[src/sv/sof_pkg.sv]
`default_nettype none
// ----------------------------------------------------------------------------
// sof_pkg
// Shared types and constants of the sprite outline filter.
// ----------------------------------------------------------------------------
package sof_pkg;

    localparam int DEFAULT_MAX_WIDTH = 256;
    localparam int HEIGHT_LIMIT      = 4096;

    localparam int RGBA_BITS  = 32;
    localparam int IMG_W_BITS = 9;
    localparam int IMG_H_BITS = 13;
    localparam int ROW_BITS   = 13;
    localparam int CFG_IDX_BITS = 2;

    localparam logic [IMG_W_BITS-1:0] IMAGE_WIDTH_RESET   = 9'd16;
    localparam logic [IMG_H_BITS-1:0] IMAGE_HEIGHT_RESET  = 13'd16;
    localparam logic [RGBA_BITS-1:0]  OUTLINE_COLOR_RESET = 32'hFFFF_FFFF;

    localparam logic [8:0] MASK_LEFT   = 9'h007;
    localparam logic [8:0] MASK_RIGHT  = 9'h1C0;
    localparam logic [8:0] MASK_TOP    = 9'h049;
    localparam logic [8:0] MASK_BOTTOM = 9'h124;
    localparam logic [8:0] MASK_RING   = 9'h1EF;
    localparam int         CENTRE_BIT  = 4;

    typedef enum logic [CFG_IDX_BITS-1:0] {
        REG_IMAGE_WIDTH   = 2'd0,
        REG_IMAGE_HEIGHT  = 2'd1,
        REG_OUTLINE_COLOR = 2'd2
    } cfg_reg_t;

    typedef struct packed {
        logic above;
        logic cur;
    } opq_t;

    typedef struct packed {
        logic                 frame_end;
        logic [RGBA_BITS-1:0] rgba;
    } result_t;

endpackage
`default_nettype wire

[src/sv/sof_out_stage.sv]
`default_nettype none
// ----------------------------------------------------------------------------
// sof_out_stage
// Result output register with a skid slot, so the input side never waits
// on the output ready in the same cycle.
// ----------------------------------------------------------------------------
module sof_out_stage (
    input  wire logic             aclk,
    input  wire logic             aresetn,
    input  wire logic             push,
    input  wire sof_pkg::result_t push_data,
    output logic                  in_ready,
    output logic                  m_valid,
    input  wire logic             m_ready,
    output sof_pkg::result_t      m_data
);
    import sof_pkg::*;

    logic    main_valid_reg;
    logic    main_valid_next;
    result_t main_data_reg;
    result_t main_data_next;
    logic    skid_valid_reg;
    logic    skid_valid_next;
    result_t skid_data_reg;
    result_t skid_data_next;

    always_comb begin
        main_valid_next = main_valid_reg;
        main_data_next  = main_data_reg;
        skid_valid_next = skid_valid_reg;
        skid_data_next  = skid_data_reg;
        if (!main_valid_reg || m_ready) begin
            if (skid_valid_reg) begin
                main_valid_next = 1'b1;
                main_data_next  = skid_data_reg;
                skid_valid_next = 1'b0;
            end else if (push) begin
                main_valid_next = 1'b1;
                main_data_next  = push_data;
            end else begin
                main_valid_next = 1'b0;
            end
        end else if (push) begin
            skid_valid_next = 1'b1;
            skid_data_next  = push_data;
        end
    end

    always_ff @(posedge aclk) begin
        if (!aresetn) begin
            main_valid_reg <= 1'b0;
            skid_valid_reg <= 1'b0;
        end else begin
            main_valid_reg <= main_valid_next;
            skid_valid_reg <= skid_valid_next;
        end
    end

    always_ff @(posedge aclk) begin
        main_data_reg <= main_data_next;
        skid_data_reg <= skid_data_next;
    end

    assign in_ready = !skid_valid_reg;
    assign m_valid  = main_valid_reg;
    assign m_data   = main_data_reg;

endmodule
`default_nettype wire

[config.mk]
export PLATFORM = sky130hd
export DESIGN_NAME = sof_out_stage
export DESIGN_NICKNAME = d
export VERILOG_FILES = /design/src/sv/sof_pkg.sv /design/src/sv/sof_out_stage.sv
export SDC_FILE = /design/constraint.sdc
export NUM_CORES = 1
export LEC_CHECK = 0
export ABC_AREA = 1
export BUFFER_PORTS_ARGS = -buffer_cell sky130_fd_sc_hd__buf_2
export CAP_MARGIN = 40
export CORE_MARGIN = 2
export CORE_UTILIZATION = 28
export DETAILED_ROUTE_END_ITERATION = 10
export PLACE_DENSITY = 0.54
export SYNTH_ARGS = -nofsm -noshare
export SYNTH_HDL_FRONTEND = slang
export SYNTH_SLANG_ARGS = --single-unit
[constraint.sdc]
create_clock -name aclk -period 4.1 [get_ports aclk]
set_input_delay 0.615 -clock aclk [delete_from_list [all_inputs] [get_ports aclk]]
set_output_delay 0.615 -clock aclk [all_outputs]
set_load 0.005 [all_outputs]
# Word level (Yosys, flattened, before mapping)
# Index checks and enable logic that the tools add are counted.
[totals] ff_bits=68 latchBits=0 mem_bits_rw=0 romBits=0 in_bits=37 elab_cells=19 n_memories=0
[classes] n_addsub=0 n_mul=0 div=0 magnitude_cmp=0 eq_ne=0 shifts=0 mux=4 bitwise=2 reduce_logical=7
[op_table] op="33-bit two-way mux" count=2
[op_table] op="2-bit AND reduction" count=2
[op_table] op="1-bit logical NOT" count=2
[op_table] op="1-bit two-way mux" count=2
[op_table] op="1-bit NOT" count=2
[op_table] op="2-bit nonzero test" count=1
[op_table] op="2-bit OR reduction" count=1
[op_table] op="1-bit logical OR" count=1

# Longest topological paths before layout
[depth] word_depth=4 depth_mapped=5 mapped_depth_nobuf=3

# Worst setup path before layout
# OpenSTA, ideal clock, no wires.
[synth_path] path_type="input-to-reg" startpoint="in m_ready" endpoint="reg main_data_reg (netlist bit m_data[0]) (enable)" setup_ns=0.434 t_arrival_ns=2.313 path_slack_ns=1.352 stages=2 n_path_buf=0 path_cell_list="inv_1 -> a21oi_1"
[synth_between] elab_chain_len=2
[synth_lines] item="start, declared" line="sof_out_stage.sv:14" source="input wire logic m_ready,"
[synth_lines] item="1-bit logical OR" line="sof_out_stage.sv:33" source="if (!main_valid_reg || m_ready) begin"
[synth_lines] item="2-bit AND reduction (no line)"
[synth_lines] item="end signal, assigned" line="sof_out_stage.sv:61" source="main_data_reg <= main_data_next;"
[synth_lines] item="end, declared" line="sof_out_stage.sv:21" source="result_t main_data_reg;"
# Every way passes these cells.
# A chain may end at the register's enable or synchronous reset.

# Final worst setup path
[layout_path] startpoint="reg skid_valid_reg" endpoint="out in_ready"
[layout_between] elab_chain_len=1
[layout_lines] item="start, declared" line="sof_out_stage.sv:23" source="logic skid_valid_reg;"
[layout_lines] item="start signal, assigned" line="sof_out_stage.sv:56" source="skid_valid_reg <= skid_valid_next;"
[layout_lines] item="1-bit logical NOT" line="sof_out_stage.sv:65" source="assign in_ready = !skid_valid_reg;"
[layout_lines] item="end, declared" line="sof_out_stage.sv:12" source="output logic in_ready,"
# Every way passes these cells.

==> results.md <==
- Post-synthesis cell count: 183
- Slew @ Worst Pin: 758.0 ps
- Crit path buf inv count: 2
- Worst-path cell chain: inv_8, buf_2
- Status: finished, final reports clean
- Final critical-path required period: 2230 ps
- Syn_nets: 220
- Synth cell types: 14
- Met1 WL: 2083 um
- CP delay by family, top: flip-flops
- Layout Skew: 6.042 ps
- CP Launch Type: flop
- WL per Instance: 12.88 um
- Vias/cell: 3.987
- Final Setup Violations: 0
- Worst r2r src: skid_valid_reg
- Clock latency on the worst-skew pair: 330 ps
- Highest Signal Layer: met4
- Clk buf depth: 2
- Layout cells sized above 1: 41.67%
- Design area: 3232 um2
- Setup Total Neg Slack: 0 ps
- WL met3: 363 um
- Remaining DRCs: 0
- Max-cap viol count: 0
- CTS resizes: 0
- Relative slew margins: 49.46%
- Antenna diodes: 0
- Crit-path max cell delay: 810 ps
- CTS tree: yes
- Endpoints failing hold: 0
- Hold WC Path Type: input pin to flop
- PortBufs: 71
- Fin. max-slew vios: 0
- First-pass GRT wire length: 7624 um
- Remaining global-route overflow: 0
- RSZ-0062 raised after global routing: false
- DR iter-0 viols: 85
- Number of global-route vias before repair: 1547
- Vias: 1495
- Initial antenna violation count: 0
- Maximum VDD drop: 0.1085 mV
- Largest net degree at the start of global routing: 37
- Syn Std Cell Area: 2577 um2
- GPL Wtd Cong: 0.6279
- Placement Cell Area: 3052 um2
- Num ports: 72
- Met2 wire length: 2341 um
- Post-Route WL: 4830 um
- Core area: 9065 um2
- Syn Area/Cell: 14.08 um2
- # H-tree levels: 3
- Yosys warning count: 0
- Leakage: 1.341 nW
- Die area: 9989 um2
- Nets@finish: 297
- Critical Path AT: 1610 ps
- Total clock sinks: 68
- CTS buffer count: 9
- Global Route Usage Sum: 10.16%
- Post-route antenna net violation count: 0
- Root buf cell: clkbuf_8
- CP Capture Type: output pin
- CP max-delay cell: dfxtp_2
- Crit Path Class: flop to output pin
- DIE WIDTH: 99.95 um
- Worst hold start: push_data[12]
- Launch point of the worst path: skid_valid_reg
- CTS clk-pin slew, worst paths: 70 ps
- Initial Util: 28.43%
- Worst Path Required: 3480 ps
- FMAX: 448.4 MHz
- Die height: 99.95 um
- Sequential fraction of the synthesis area: 78.45%
- Post-CTS Setup Inserts: 0
- Pre-Repair DR Iteration Count: 4
- Post-CTS Hold Buffers: 0
- Crit Path Max Fanout: 36
- Area Overhead vs Synth: 25.39%
- Pwr Density: 442.1 nW/um2
- Row count: 35
- Yosys reg bits: 68
- Final Cycle Share: 54.39%
- Filler cells: 912
- HPWL Detailed: 3285 um
==> worst paths after layout <==
path | endpoint | slack (ps) | cells past startpoint
max reg2reg | m_data[6] | 2310 | 3
max | in_ready | 1870 | 2
min reg2reg | m_data[21] | 520 | 2
min | skid_data_reg[12] | 470 | 1
==> cells in the final DEF, fill, tap and decap left out, drive strengths merged <==
master and count:
clkinvlp 1, nand2 100, o21ai 1, nand3 1, nor2 2, edfxtp 66, clkinv 4, buf 73
a21oi 1, inv 2, bufinv 1, clkbuf 9, and3 1, dfxtp 2
==> final cells by class <==
type,instances,area (um2),share of cell area [%]
clock inverter,6,56.30,1.742
clock buffer,9,123.9,3.833
sequential,68,2023,62.60
timing repair buffer,73,410.4,12.70
inverter,2,15.01,0.4646
tap,111,138.9,4.297
multi-input combinational,106,464.2,14.36
==> metrics by stage <==
stage          cells  utilization [%]  hold WS, ps  setup WS, ps  power [mW]
2_1_floorplan    183                -        494.3          1352      0.8711
3_3_place_gp     358            33.06        500.7          1801      0.9261
3_5_place_dp     360            33.66        504.5          2125      0.9377
4_1_cts          375            35.65        449.3          1837       1.451
5_1_grt          375            35.65        452.4          1752       1.485
6_report         375            35.65        470.5          1870       1.429
==> synthesized netlist by cell type <==
cell type / number / area (um2)
nor2_1: 2 / 7.510
edfxtp_1: 66 / 1982
inv_8: 1 / 11.26
nand2_1: 81 / 304.0
nand3_1: 1 / 5.000
inv_1: 1 / 3.750
buf_12: 2 / 40.04
buf_4: 2 / 15.01
a21oi_1: 1 / 5.000
nand2_2: 19 / 118.9
o21ai_0: 1 / 5.000
and3_1: 1 / 6.260
buf_6: 3 / 33.78
dfxtp_1: 2 / 40.04
==> cells by family after synthesis <==
group,after synthesis,synth area share [%]
compound gates,2,0.3880
flops,68,78.45
simple gates,104,17.14
buf+inv,9,4.029
==> report_power, final <==
part,switching (mW),internal (mW),leakage [nW]
Clock,0.238,0.272,0.0923
Sequential,0.0117,0.804,0.638
Combinational,0.0554,0.0480,0.611
==> per-layer routing <==
| metal | global-route usage (%) | vias up |
|---|---|---|
| met3 | 4.457 | 4 |
| met1 | 12.08 | 678 |
| met2 | 15.85 | 43 |
| li1 | - | 770 |
| met4 | 4.847 | 0 |
| met5 | 0 | - |
Power figures use the tool's default switching activity.
